## config.mk

```make
export PLATFORM = sky130hd
export DESIGN_NAME = nearest_box_search
export DESIGN_NICKNAME = d
export VERILOG_FILES = /design/src/nbs_pkg.sv /design/src/nearest_box_search.sv /design/src/nbs_queue.sv /design/src/nbs_front.sv /design/src/nbs_sqrt.sv /design/src/nbs_back.sv
export VERILOG_INCLUDE_DIRS = /design/src /design/src/src
export SDC_FILE = /design/constraint.sdc
export NUM_CORES = 2
export LEC_CHECK = 0
export BUFFER_PORTS_ARGS = -buffer_cell sky130_fd_sc_hd__buf_2
export CAP_MARGIN = 20
export CORE_ASPECT_RATIO = 1.2
export CORE_MARGIN = 10
export CORE_UTILIZATION = 40
export DETAILED_ROUTE_END_ITERATION = 8
export MAX_ROUTING_LAYER = met4
export PLACE_DENSITY_LB_ADDON = 0.3
export SYNTH_ARGS = -nofsm -noshare
export SYNTH_HDL_FRONTEND = slang
export SYNTH_SLANG_ARGS = --single-unit
```

## constraint.sdc

```tcl
create_clock -name clock -period 15.6 [get_ports clock]
set_input_delay 3.12 -clock clock [delete_from_list [all_inputs] [get_ports clock]]
set_output_delay 3.12 -clock clock [all_outputs]
set_load 0.005 [all_outputs]
```

## src/nearest_box_search_assert.svh

```systemverilog
// Assertion macros used by the nearest box search back end.
`ifndef NEAREST_BOX_SEARCH_ASSERT_SVH
`define NEAREST_BOX_SEARCH_ASSERT_SVH

// Same-cycle implication, checked outside reset.
`define NBS_ASSERT_NOW(label, clk, rst, ante, cons, msg) \
   label: assert property (@(posedge clk) disable iff (rst) (ante) |-> (cons)) \
      else $error(msg);

// Next-cycle implication, checked outside reset.
`define NBS_ASSERT_NEXT(label, clk, rst, ante, cons, msg) \
   label: assert property (@(posedge clk) disable iff (rst) (ante) |=> (cons)) \
      else $error(msg);

`endif

```

## src/nbs_pkg.sv

```systemverilog
package nbs_pkg;

   localparam int COORD_BITS     = 12;
   localparam int SIZE_BITS      = 12;
   localparam int DIFF_BITS      = COORD_BITS + 2;
   localparam int SQ_BITS        = 2 * DIFF_BITS;
   localparam int DIST_BITS      = SQ_BITS + 1;
   localparam int ROOT_BITS      = (DIST_BITS + 1) / 2;
   localparam int DSQ_BITS       = 29;
   localparam int DHALF_BITS     = 15;
   localparam int QUEUE_DEPTH    = 4;
   localparam int QUEUE_PTR_BITS = $clog2(QUEUE_DEPTH);
   localparam int QUEUE_CNT_BITS = $clog2(QUEUE_DEPTH + 1);

   localparam logic [1:0] ACT_BEGIN = 2'd0;
   localparam logic [1:0] ACT_BOX   = 2'd1;
   localparam logic [1:0] ACT_END   = 2'd2;

   typedef enum logic [1:0] {
      OP_BEGIN,
      OP_BOX,
      OP_END
   } op_type;

   typedef struct packed {
      logic [1:0]            action;
      logic [COORD_BITS-1:0] point_x;
      logic [COORD_BITS-1:0] point_y;
      logic [COORD_BITS-1:0] box_x;
      logic [COORD_BITS-1:0] box_y;
      logic [COORD_BITS-1:0] box_w;
      logic [COORD_BITS-1:0] box_h;
   } req_type;

   typedef struct packed {
      logic                  found;
      logic [COORD_BITS-1:0] nearest_x;
      logic [COORD_BITS-1:0] nearest_y;
      logic [COORD_BITS-1:0] nearest_w;
      logic [COORD_BITS-1:0] nearest_h;
      logic [DSQ_BITS-1:0]   dist_sq_quarter;
      logic [DHALF_BITS-1:0] dist_half_pixels;
   } rsp_type;

   typedef struct packed {
      op_type                op;
      logic [COORD_BITS-1:0] box_x;
      logic [COORD_BITS-1:0] box_y;
      logic [COORD_BITS-1:0] box_w;
      logic [COORD_BITS-1:0] box_h;
      logic [DIFF_BITS-1:0]  dx;
      logic [DIFF_BITS-1:0]  dy;
   } entry_type;

   typedef struct packed {
      logic full;
      logic empty;
   } queue_stat_type;

   typedef struct packed {
      logic start;
      logic take;
   } sqrt_cmd_type;

   typedef struct packed {
      logic busy;
      logic done;
   } sqrt_stat_type;

endpackage

```

## src/nearest_box_search.sv

```systemverilog
// Nearest box search. A begin transaction (action 0) loads the query point
// and clears the search, each candidate transaction (action 1) offers one box,
// and an end transaction (action 2) returns one result: a found flag, the box
// whose centre lies closest to the point, the exact squared centre distance in
// quarter-pixel units and its floor square root in half-pixel units. Boxes
// narrower or shorter than the min_size register are ignored, a tie keeps the
// earlier box, and action 3 is dropped. Begin and candidate transactions are
// taken one per clock cycle. An end transaction passes through the square
// root unit, which produces one result bit per cycle; while it works,
// candidates of the next search keep flowing, and only a second end waits
// until the first result has moved to the output register. The request side
// stalls only when the four-entry queue between the input stage and the
// search stage is full.
module nearest_box_search (
   input  logic                           clock,
   input  logic                           reset,
   input  logic                           req_valid,
   output logic                           req_stall,
   input  nbs_pkg::req_type               req_data,
   output logic                           rsp_valid,
   input  logic                           rsp_stall,
   output nbs_pkg::rsp_type               rsp_data,
   input  logic                           csr_valid,
   output logic                           csr_ready,
   input  logic [nbs_pkg::SIZE_BITS-1:0]  csr_data
);

   // Minimum size register; the user must write it only while the block is idle
   // (not enforced here), so the input stage may read it without any hand-off.
   logic [nbs_pkg::SIZE_BITS-1:0] min_size_ff, min_size_in;

   logic                    q_push, q_pop;
   nbs_pkg::entry_type      q_push_data, q_pop_data;
   nbs_pkg::queue_stat_type q_stat;

   assign csr_ready   = 1'b1;
   assign min_size_in = (csr_valid && csr_ready) ? csr_data : min_size_ff;

   always_ff @(posedge clock) begin
      if (reset) begin
         min_size_ff <= '0;
      end else begin
         min_size_ff <= min_size_in;
      end
   end

   // The input stage holds the query point, filters small boxes and computes
   // the doubled-coordinate centre offsets of each box.
   nbs_front u_front (
      .clock     (clock),
      .reset     (reset),
      .req_valid (req_valid),
      .req_stall (req_stall),
      .req_data  (req_data),
      .min_size  (min_size_ff),
      .q_stat    (q_stat),
      .push      (q_push),
      .push_data (q_push_data)
   );

   // The queue lets the input stage keep taking transactions while the
   // search stage waits on the square root unit or on a stalled result.
   nbs_queue u_queue (
      .clock     (clock),
      .reset     (reset),
      .push      (q_push),
      .push_data (q_push_data),
      .pop       (q_pop),
      .pop_data  (q_pop_data),
      .stat      (q_stat)
   );

   // The search stage squares the offsets, keeps the best box and finishes
   // each end transaction through the square root unit and output register.
   nbs_back u_back (
      .clock     (clock),
      .reset     (reset),
      .q_stat    (q_stat),
      .q_data    (q_pop_data),
      .pop       (q_pop),
      .rsp_valid (rsp_valid),
      .rsp_stall (rsp_stall),
      .rsp_data  (rsp_data)
   );

endmodule

```

## src/nbs_queue.sv

```systemverilog
module nbs_queue (
   input  logic                   clock,
   input  logic                   reset,
   input  logic                   push,
   input  nbs_pkg::entry_type     push_data,
   input  logic                   pop,
   output nbs_pkg::entry_type     pop_data,
   output nbs_pkg::queue_stat_type stat
);

   nbs_pkg::entry_type                   slot_ff [nbs_pkg::QUEUE_DEPTH];
   logic [nbs_pkg::QUEUE_PTR_BITS-1:0]   wr_ptr_ff, wr_ptr_in;
   logic [nbs_pkg::QUEUE_PTR_BITS-1:0]   rd_ptr_ff, rd_ptr_in;
   logic [nbs_pkg::QUEUE_CNT_BITS-1:0]   count_ff, count_in;
   logic                                 do_push, do_pop;

   assign stat.full  = (count_ff == nbs_pkg::QUEUE_CNT_BITS'(nbs_pkg::QUEUE_DEPTH));
   assign stat.empty = (count_ff == '0);
   assign do_push    = push && !stat.full;
   assign do_pop     = pop && !stat.empty;
   assign pop_data   = slot_ff[rd_ptr_ff];

   always_comb begin
      wr_ptr_in = wr_ptr_ff;
      rd_ptr_in = rd_ptr_ff;
      count_in  = count_ff;
      if (do_push) begin
         wr_ptr_in = (wr_ptr_ff == nbs_pkg::QUEUE_PTR_BITS'(nbs_pkg::QUEUE_DEPTH - 1)) ?
                     '0 : wr_ptr_ff + 1'b1;
      end
      if (do_pop) begin
         rd_ptr_in = (rd_ptr_ff == nbs_pkg::QUEUE_PTR_BITS'(nbs_pkg::QUEUE_DEPTH - 1)) ?
                     '0 : rd_ptr_ff + 1'b1;
      end
      if (do_push && !do_pop) begin
         count_in = count_ff + 1'b1;
      end else if (do_pop && !do_push) begin
         count_in = count_ff - 1'b1;
      end
   end

   always_ff @(posedge clock) begin
      if (reset) begin
         wr_ptr_ff <= '0;
         rd_ptr_ff <= '0;
         count_ff  <= '0;
      end else begin
         wr_ptr_ff <= wr_ptr_in;
         rd_ptr_ff <= rd_ptr_in;
         count_ff  <= count_in;
      end
   end

   always_ff @(posedge clock) begin
      if (do_push) begin
         slot_ff[wr_ptr_ff] <= push_data;
      end
   end

endmodule

```

## src/nbs_front.sv

```systemverilog
module nbs_front (
   input  logic                           clock,
   input  logic                           reset,
   input  logic                           req_valid,
   output logic                           req_stall,
   input  nbs_pkg::req_type               req_data,
   input  logic [nbs_pkg::SIZE_BITS-1:0]  min_size,
   input  nbs_pkg::queue_stat_type        q_stat,
   output logic                           push,
   output nbs_pkg::entry_type             push_data
);

   logic [nbs_pkg::COORD_BITS-1:0] query_x_ff, query_x_in;
   logic [nbs_pkg::COORD_BITS-1:0] query_y_ff, query_y_in;
   logic                           accept;
   logic                           too_small;
   logic [nbs_pkg::DIFF_BITS-1:0]  px2, py2, cx2, cy2;

   assign req_stall = q_stat.full;
   assign accept    = req_valid && !req_stall;

   // Both sides are widened to a common width before the size test.
   assign too_small =
      ({{nbs_pkg::SIZE_BITS{1'b0}}, req_data.box_w} <
       {{nbs_pkg::COORD_BITS{1'b0}}, min_size}) ||
      ({{nbs_pkg::SIZE_BITS{1'b0}}, req_data.box_h} <
       {{nbs_pkg::COORD_BITS{1'b0}}, min_size});

   // Centres are kept in doubled coordinates so that they stay integral.
   assign px2 = nbs_pkg::DIFF_BITS'({query_x_ff, 1'b0});
   assign py2 = nbs_pkg::DIFF_BITS'({query_y_ff, 1'b0});
   assign cx2 = nbs_pkg::DIFF_BITS'({req_data.box_x, 1'b0}) +
                nbs_pkg::DIFF_BITS'(req_data.box_w);
   assign cy2 = nbs_pkg::DIFF_BITS'({req_data.box_y, 1'b0}) +
                nbs_pkg::DIFF_BITS'(req_data.box_h);

   always_comb begin
      push_data.op    = nbs_pkg::OP_BOX;
      push_data.box_x = req_data.box_x;
      push_data.box_y = req_data.box_y;
      push_data.box_w = req_data.box_w;
      push_data.box_h = req_data.box_h;
      push_data.dx    = (px2 >= cx2) ? px2 - cx2 : cx2 - px2;
      push_data.dy    = (py2 >= cy2) ? py2 - cy2 : cy2 - py2;
      push            = 1'b0;
      query_x_in      = query_x_ff;
      query_y_in      = query_y_ff;
      if (accept) begin
         case (req_data.action)
            nbs_pkg::ACT_BEGIN: begin
               push_data.op = nbs_pkg::OP_BEGIN;
               push         = 1'b1;
               query_x_in   = req_data.point_x;
               query_y_in   = req_data.point_y;
            end
            nbs_pkg::ACT_BOX: begin
               push = !too_small;
            end
            nbs_pkg::ACT_END: begin
               push_data.op = nbs_pkg::OP_END;
               push         = 1'b1;
            end
            default: begin
               push = 1'b0;
            end
         endcase
      end
   end

   always_ff @(posedge clock) begin
      if (reset) begin
         query_x_ff <= '0;
         query_y_ff <= '0;
      end else begin
         query_x_ff <= query_x_in;
         query_y_ff <= query_y_in;
      end
   end

endmodule

```

## src/nbs_sqrt.sv

```systemverilog
module nbs_sqrt (
   input  logic                           clock,
   input  logic                           reset,
   input  nbs_pkg::sqrt_cmd_type          cmd,
   input  logic [nbs_pkg::DIST_BITS-1:0]  value,
   output nbs_pkg::sqrt_stat_type         stat,
   output logic [nbs_pkg::ROOT_BITS-1:0]  root
);

   localparam int W = nbs_pkg::DIST_BITS + 1;

   typedef enum logic [1:0] {
      SQ_IDLE,
      SQ_RUN,
      SQ_DONE
   } sqrt_state_type;

   sqrt_state_type state_ff;
   logic [W-1:0]   rem_ff;
   logic [W-1:0]   root_ff;
   logic [W-1:0]   bit_ff;
   logic [W-1:0]   trial;

   assign trial     = root_ff + bit_ff;
   assign stat.busy = (state_ff != SQ_IDLE);
   assign stat.done = (state_ff == SQ_DONE);
   assign root      = nbs_pkg::ROOT_BITS'(root_ff);

   // Restoring square root, one result bit per cycle.
   always_ff @(posedge clock) begin
      if (reset) begin
         state_ff <= SQ_IDLE;
      end else begin
         case (state_ff)
            SQ_IDLE: begin
               if (cmd.start) begin
                  state_ff <= SQ_RUN;
                  rem_ff   <= W'(value);
                  root_ff  <= '0;
                  bit_ff   <= W'(1) << (2 * (nbs_pkg::ROOT_BITS - 1));
               end
            end
            SQ_RUN: begin
               if (rem_ff >= trial) begin
                  rem_ff  <= rem_ff - trial;
                  root_ff <= (root_ff >> 1) + bit_ff;
               end else begin
                  root_ff <= root_ff >> 1;
               end
               bit_ff <= bit_ff >> 2;
               if ((bit_ff >> 2) == '0) begin
                  state_ff <= SQ_DONE;
               end
            end
            SQ_DONE: begin
               if (cmd.take) begin
                  state_ff <= SQ_IDLE;
               end
            end
            default: begin
               state_ff <= SQ_IDLE;
            end
         endcase
      end
   end

endmodule

```

## src/nbs_back.sv

```systemverilog
`include "nearest_box_search_assert.svh"

module nbs_back (
   input  logic                    clock,
   input  logic                    reset,
   input  nbs_pkg::queue_stat_type q_stat,
   input  nbs_pkg::entry_type      q_data,
   output logic                    pop,
   output logic                    rsp_valid,
   input  logic                    rsp_stall,
   output nbs_pkg::rsp_type        rsp_data
);

   // Squaring stage.
   logic                            s1_valid_ff, s1_valid_in;
   nbs_pkg::op_type                 s1_op_ff;
   logic [nbs_pkg::COORD_BITS-1:0]  s1_x_ff, s1_y_ff, s1_w_ff, s1_h_ff;
   logic [nbs_pkg::SQ_BITS-1:0]     s1_sqx_ff, s1_sqy_ff;
   logic [nbs_pkg::SQ_BITS-1:0]     sqx, sqy;

   // Running best.
   logic                            best_valid_ff, best_valid_in;
   logic [nbs_pkg::COORD_BITS-1:0]  best_x_ff, best_x_in, best_y_ff, best_y_in;
   logic [nbs_pkg::COORD_BITS-1:0]  best_w_ff, best_w_in, best_h_ff, best_h_in;
   logic [nbs_pkg::DIST_BITS-1:0]   best_d_ff, best_d_in;

   // Result waiting for its square root.
   logic                            pend_found_ff;
   logic [nbs_pkg::COORD_BITS-1:0]  pend_x_ff, pend_y_ff, pend_w_ff, pend_h_ff;
   logic [nbs_pkg::DIST_BITS-1:0]   pend_d_ff;

   logic                            rsp_valid_ff, rsp_valid_in;
   nbs_pkg::rsp_type                rsp_data_ff;

   logic                            exec, exec_end, s1_load, rsp_free, rsp_load;
   logic [nbs_pkg::DIST_BITS-1:0]   d;
   nbs_pkg::sqrt_cmd_type           sq_cmd;
   nbs_pkg::sqrt_stat_type          sq_stat;
   logic [nbs_pkg::ROOT_BITS-1:0]   sq_root;

   assign sqx = q_data.dx * q_data.dx;
   assign sqy = q_data.dy * q_data.dy;
   assign d   = {1'b0, s1_sqx_ff} + {1'b0, s1_sqy_ff};

   // An end waits here until the root unit has handed off the previous result.
   assign exec     = s1_valid_ff && !(s1_op_ff == nbs_pkg::OP_END && sq_stat.busy);
   assign exec_end = exec && (s1_op_ff == nbs_pkg::OP_END);
   assign s1_load  = !s1_valid_ff || exec;
   assign pop      = s1_load && !q_stat.empty;

   assign rsp_free   = !rsp_valid_ff || !rsp_stall;
   assign rsp_load   = sq_stat.done && rsp_free;
   assign sq_cmd.start = exec_end;
   assign sq_cmd.take  = rsp_load;

   assign rsp_valid = rsp_valid_ff;
   assign rsp_data  = rsp_data_ff;

   nbs_sqrt u_sqrt (
      .clock (clock),
      .reset (reset),
      .cmd   (sq_cmd),
      .value (best_d_ff),
      .stat  (sq_stat),
      .root  (sq_root)
   );

   always_comb begin
      s1_valid_in   = s1_load ? !q_stat.empty : s1_valid_ff;
      best_valid_in = best_valid_ff;
      best_x_in     = best_x_ff;
      best_y_in     = best_y_ff;
      best_w_in     = best_w_ff;
      best_h_in     = best_h_ff;
      best_d_in     = best_d_ff;
      if (exec) begin
         case (s1_op_ff)
            nbs_pkg::OP_BOX: begin
               if (!best_valid_ff || d < best_d_ff) begin
                  best_valid_in = 1'b1;
                  best_x_in     = s1_x_ff;
                  best_y_in     = s1_y_ff;
                  best_w_in     = s1_w_ff;
                  best_h_in     = s1_h_ff;
                  best_d_in     = d;
               end
            end
            default: begin
               best_valid_in = 1'b0;
               best_x_in     = '0;
               best_y_in     = '0;
               best_w_in     = '0;
               best_h_in     = '0;
               best_d_in     = '0;
            end
         endcase
      end
      if (rsp_load) begin
         rsp_valid_in = 1'b1;
      end else if (!rsp_stall) begin
         rsp_valid_in = 1'b0;
      end else begin
         rsp_valid_in = rsp_valid_ff;
      end
   end

   always_ff @(posedge clock) begin
      if (reset) begin
         s1_valid_ff   <= 1'b0;
         best_valid_ff <= 1'b0;
         best_x_ff     <= '0;
         best_y_ff     <= '0;
         best_w_ff     <= '0;
         best_h_ff     <= '0;
         best_d_ff     <= '0;
         rsp_valid_ff  <= 1'b0;
      end else begin
         s1_valid_ff   <= s1_valid_in;
         best_valid_ff <= best_valid_in;
         best_x_ff     <= best_x_in;
         best_y_ff     <= best_y_in;
         best_w_ff     <= best_w_in;
         best_h_ff     <= best_h_in;
         best_d_ff     <= best_d_in;
         rsp_valid_ff  <= rsp_valid_in;
      end
   end

   always_ff @(posedge clock) begin
      if (pop) begin
         s1_op_ff  <= q_data.op;
         s1_x_ff   <= q_data.box_x;
         s1_y_ff   <= q_data.box_y;
         s1_w_ff   <= q_data.box_w;
         s1_h_ff   <= q_data.box_h;
         s1_sqx_ff <= sqx;
         s1_sqy_ff <= sqy;
      end
      if (exec_end) begin
         pend_found_ff <= best_valid_ff;
         pend_x_ff     <= best_x_ff;
         pend_y_ff     <= best_y_ff;
         pend_w_ff     <= best_w_ff;
         pend_h_ff     <= best_h_ff;
         pend_d_ff     <= best_d_ff;
      end
      if (rsp_load) begin
         rsp_data_ff.found            <= pend_found_ff;
         rsp_data_ff.nearest_x        <= pend_x_ff;
         rsp_data_ff.nearest_y        <= pend_y_ff;
         rsp_data_ff.nearest_w        <= pend_w_ff;
         rsp_data_ff.nearest_h        <= pend_h_ff;
         rsp_data_ff.dist_sq_quarter  <= nbs_pkg::DSQ_BITS'(pend_d_ff);
         rsp_data_ff.dist_half_pixels <= nbs_pkg::DHALF_BITS'(sq_root);
      end
   end

   `NBS_ASSERT_NEXT(a_end_starts_root, clock, reset, exec_end, sq_stat.busy,
                    "end transaction did not start the square root")
   `NBS_ASSERT_NEXT(a_root_reaches_output, clock, reset, rsp_load, rsp_valid_ff,
                    "finished square root was not loaded into the output register")
   `NBS_ASSERT_NOW(a_empty_best_is_zero, clock, reset, !best_valid_ff,
                   best_d_ff == '0, "distance held without a valid best box")

endmodule

```

==> reports/qor.yml <==
clkSlewWorstSetupHoldPaths_ns: 0.06
finalNetCount: 4889
finalMaxSlewViolations: 0
wl_per_cell_um: 18.7
skew_ns: 0.0531
setup_viol: 0
grt_usage: 0.166
num_vias: 29655
drc: 0
whs_path_depth: 0
core_mm2: 0.116
synth_enable_flop_cells: 652
rsz0062_at_grt: "no"
viasPerCell: 5.14
cts_hold_buf: 0
cp-end-kind: "flop"
drive_above_1_share: 0.113
dpl_worst_slack_ns: 7.33
ios: 187
synth-adder-area-share: 0.207
hp-class: "reg -> reg"
worstHoldEndpoint: "u_back.rsp_data[58]"
fmaxAchievable_mhz: 122
hp-start: "u_back.pend_w_ff[2]"
synth.distinct_cells: 77
grt_max_degree: 74
htree_levels: 3
first_iter_violations: 1812
min_period_ns: 8.21
status: "finished clean"
start_util: 0.402
antenna_found_initial: 6
synthMuxAreaShare: 0.0461
portBuffers: 185
worst_pin_slew_ns: 1.03
synth-seq-area-share: 0.473
clockBufferDepth: 3
ant_nets: 0
cts_tree: "yes"
synth_compound_area_frac: 0.103
std_cell_rows: 137
worst-setup-path-type: "reg -> reg"
clkSinkCount: 779
grt_pass1_vias: 30634
hold_violations: 0
synth_area_per_cell_um2: 11.7
overflow: 0
cts_root_buf: "clkbuf_16"
dr.pass1.iters: 7
nFillCells: 10713
numCtsBuffers: 81
mostFrequentLayoutCells: "edfxtp_1, inv_1, ha_1"
synth_xor_area_frac: 0.0386
post_cts_buffers: 0
setup_tns_ns: 0
arrival_ns: 8.59
wirelength_um: 108000
crit_path_start_kind: "flop"
critPathRequiredTime_ns: 15.99
synth_top_family_by_area: "adder cells"
gp_congestion: 0.903
r2r_cells: 24
areaGrowthSynthToFinish_pct: 12.4
layout_commonest_cell: "edfxtp_1"
regToRegSetupSlack_ns: 7.39
r2r_end: "u_back.s1_sqy_ff[22]"
post-route-period-util: 0.526
slew_headroom: 0.314
fin_ws_ns: 7.39
cts_resized: 0
synth_area_mm2: 0.0468
dp_hpwl_um: 78700
clk_latency_ns: 0.68
ys.flop_type: "edfxtp_1"
dieWidth_um: 332
synthSimpleGateAreaFrac: 0.0825
grt_pass1_wl_um: 170000
synth-seq-cells: 779
async_reset_ff_frac: 0
synth_nets: 4711
yosysWarnings: 0
maxCapViolCount: 0
cp_max_fo: 29
dieArea_mm2: 0.131
syn_inst: 3989
die_h_um: 395
[how the worst max path moves through the flow]
| stage | to |
|---|---|
| after floorplan | u_queue.slot_ff[0][10] |
| after detailed placement | u_back.s1_sqy_ff[22] |
| final | u_back.s1_sqy_ff[22] |
| after global routing | u_back.s1_sqy_ff[26] |
| after CTS | u_back.s1_sqy_ff[22] |
| after global placement | u_back.s1_sqy_ff[22] |
[state kept, by name, summed over array words and instances (netlist names), 15 cells and up, named ones only]
| signal | cells |
|---|---|
| u_back.s1_sqy_ff | 27 |
| u_back.u_sqrt.bit_ff | 15 |
| u_back.best_d_ff | 29 |
| u_back.u_sqrt.root_ff | 30 |
| u_back.rsp_data | 93 |
| u_back.u_sqrt.rem_ff | 30 |
| u_queue.slot_ff | 304 |
| u_back.pend_d_ff | 29 |
| u_back.s1_sqx_ff | 27 |
[cell families (layout without fill, tap and decap cells)]
group,Yosys count,count (layout)
multiplexers,130,130
other,1,6
AND/OR/NAND/NOR,846,846
AO/OA/AOI/OAI,774,774
XOR/XNOR,206,206
flip-flops,779,779
adder cells (fa/ha/maj),631,631
buffers and inverters,622,869
[routing by layer]
layer / up-vias / wire length (µm) / track usage / part of all wire
met1: 14591 / 45500 / 0.195 / 0.42
li1: 14357 / - / - / -
met3: 146 / 4320 / 0.0256 / 0.040
met5: - / 0 / - / 0
met2: 561 / 55700 / 0.293 / 0.52
met4: 0 / 2450 / 0.0465 / 0.023
[cell usage after synthesis, types with 5 or more instances]
cell / count / area share
edfxtp_1: 652 / 0.42
inv_1: 499 / 0.040
ha_1: 394 / 0.11
nand2_1: 381 / 0.031
a21oi_1: 254 / 0.027
fa_1: 237 / 0.10
o21ai_0: 192 / 0.021
nor2_1: 166 / 0.013
dfxtp_1: 127 / 0.054
xnor2_1: 114 / 0.021
a21o_1: 96 / 0.015
clkbuf_1: 92 / 0.0074
xor2_1: 92 / 0.017
and2_1: 79 / 0.011
mux4_2: 67 / 0.032
mux2i_1: 51 / 0.011
nor3_1: 41 / 0.0044
a31oi_1: 40 / 0.0054
nand3_1: 39 / 0.0042
nor2b_1: 30 / 0.0040
o21a_1: 30 / 0.0048
nand4_1: 27 / 0.0036
a211oi_1: 26 / 0.0042
o21bai_1: 25 / 0.0040
nand2b_1: 21 / 0.0028
buf_1: 20 / 0.0016
or3_1: 18 / 0.0024
a211o_1: 14 / 0.0026
and3_1: 12 / 0.0016
mux2_2: 12 / 0.0029
o31ai_1: 11 / 0.0018
a221o_1: 10 / 0.0021
a31o_2: 10 / 0.0019
or2_2: 8 / 0.0011
nor3b_1: 7 / 0.0011
o211ai_1: 7 / 0.0011
buf_2: 6 / 0.00064
a21boi_0: 5 / 0.00080
o32ai_1: 5 / 0.00094
[worst max-delay path, stage by stage (launching register included)]
cell	delay [ns]
dfxtp_4	0.56
buf_4	0.51
mux2_2	0.40
o21ai_1	0.45
clkinv_1	0.44
and2_1	0.32
fa_1	0.50
inv_1	0.06
fa_1	0.51
inv_1	0.05
fa_1	0.48
fa_1	0.45
fa_1	0.51
inv_1	0.05
fa_1	0.50
inv_1	0.04
ha_1	0.33
o21a_1	0.16
o211ai_1	0.10
or4_1	0.58
a31oi_1	0.27
nor2_1	0.07
o21ai_0	0.27
a21oi_1	0.13
xnor2_1	0.14
[layout make-up]
type                    count  area [µm²]  share of cell area
diodes                      5        12.5            0.000238
multi-input cells        2588       22400               0.426
well taps                1529        1910              0.0364
clock inverters            47         756              0.0144
clock buffers             105        2320              0.0442
flip-flops and latches    779       22100               0.421
inverters                 501        1880              0.0358
repair buffers            216        1160              0.0222
[metrics by stage]
step | utilization | hold WS, ns | instance area, µm² | instances
after floorplan | - | 0.400 | 46800 | 3989
after global placement | 0.425 | 0.403 | 49400 | 5612
after detailed placement | 0.426 | 0.405 | 49500 | 5613
after CTS | 0.452 | 0.388 | 52500 | 5765
after global routing | 0.452 | 0.387 | 52500 | 5769
final | 0.452 | 0.393 | 52500 | 5770
Power is not shown: default switching activity piles up to over one toggle a cycle in this logic, so the estimate is an artifact.
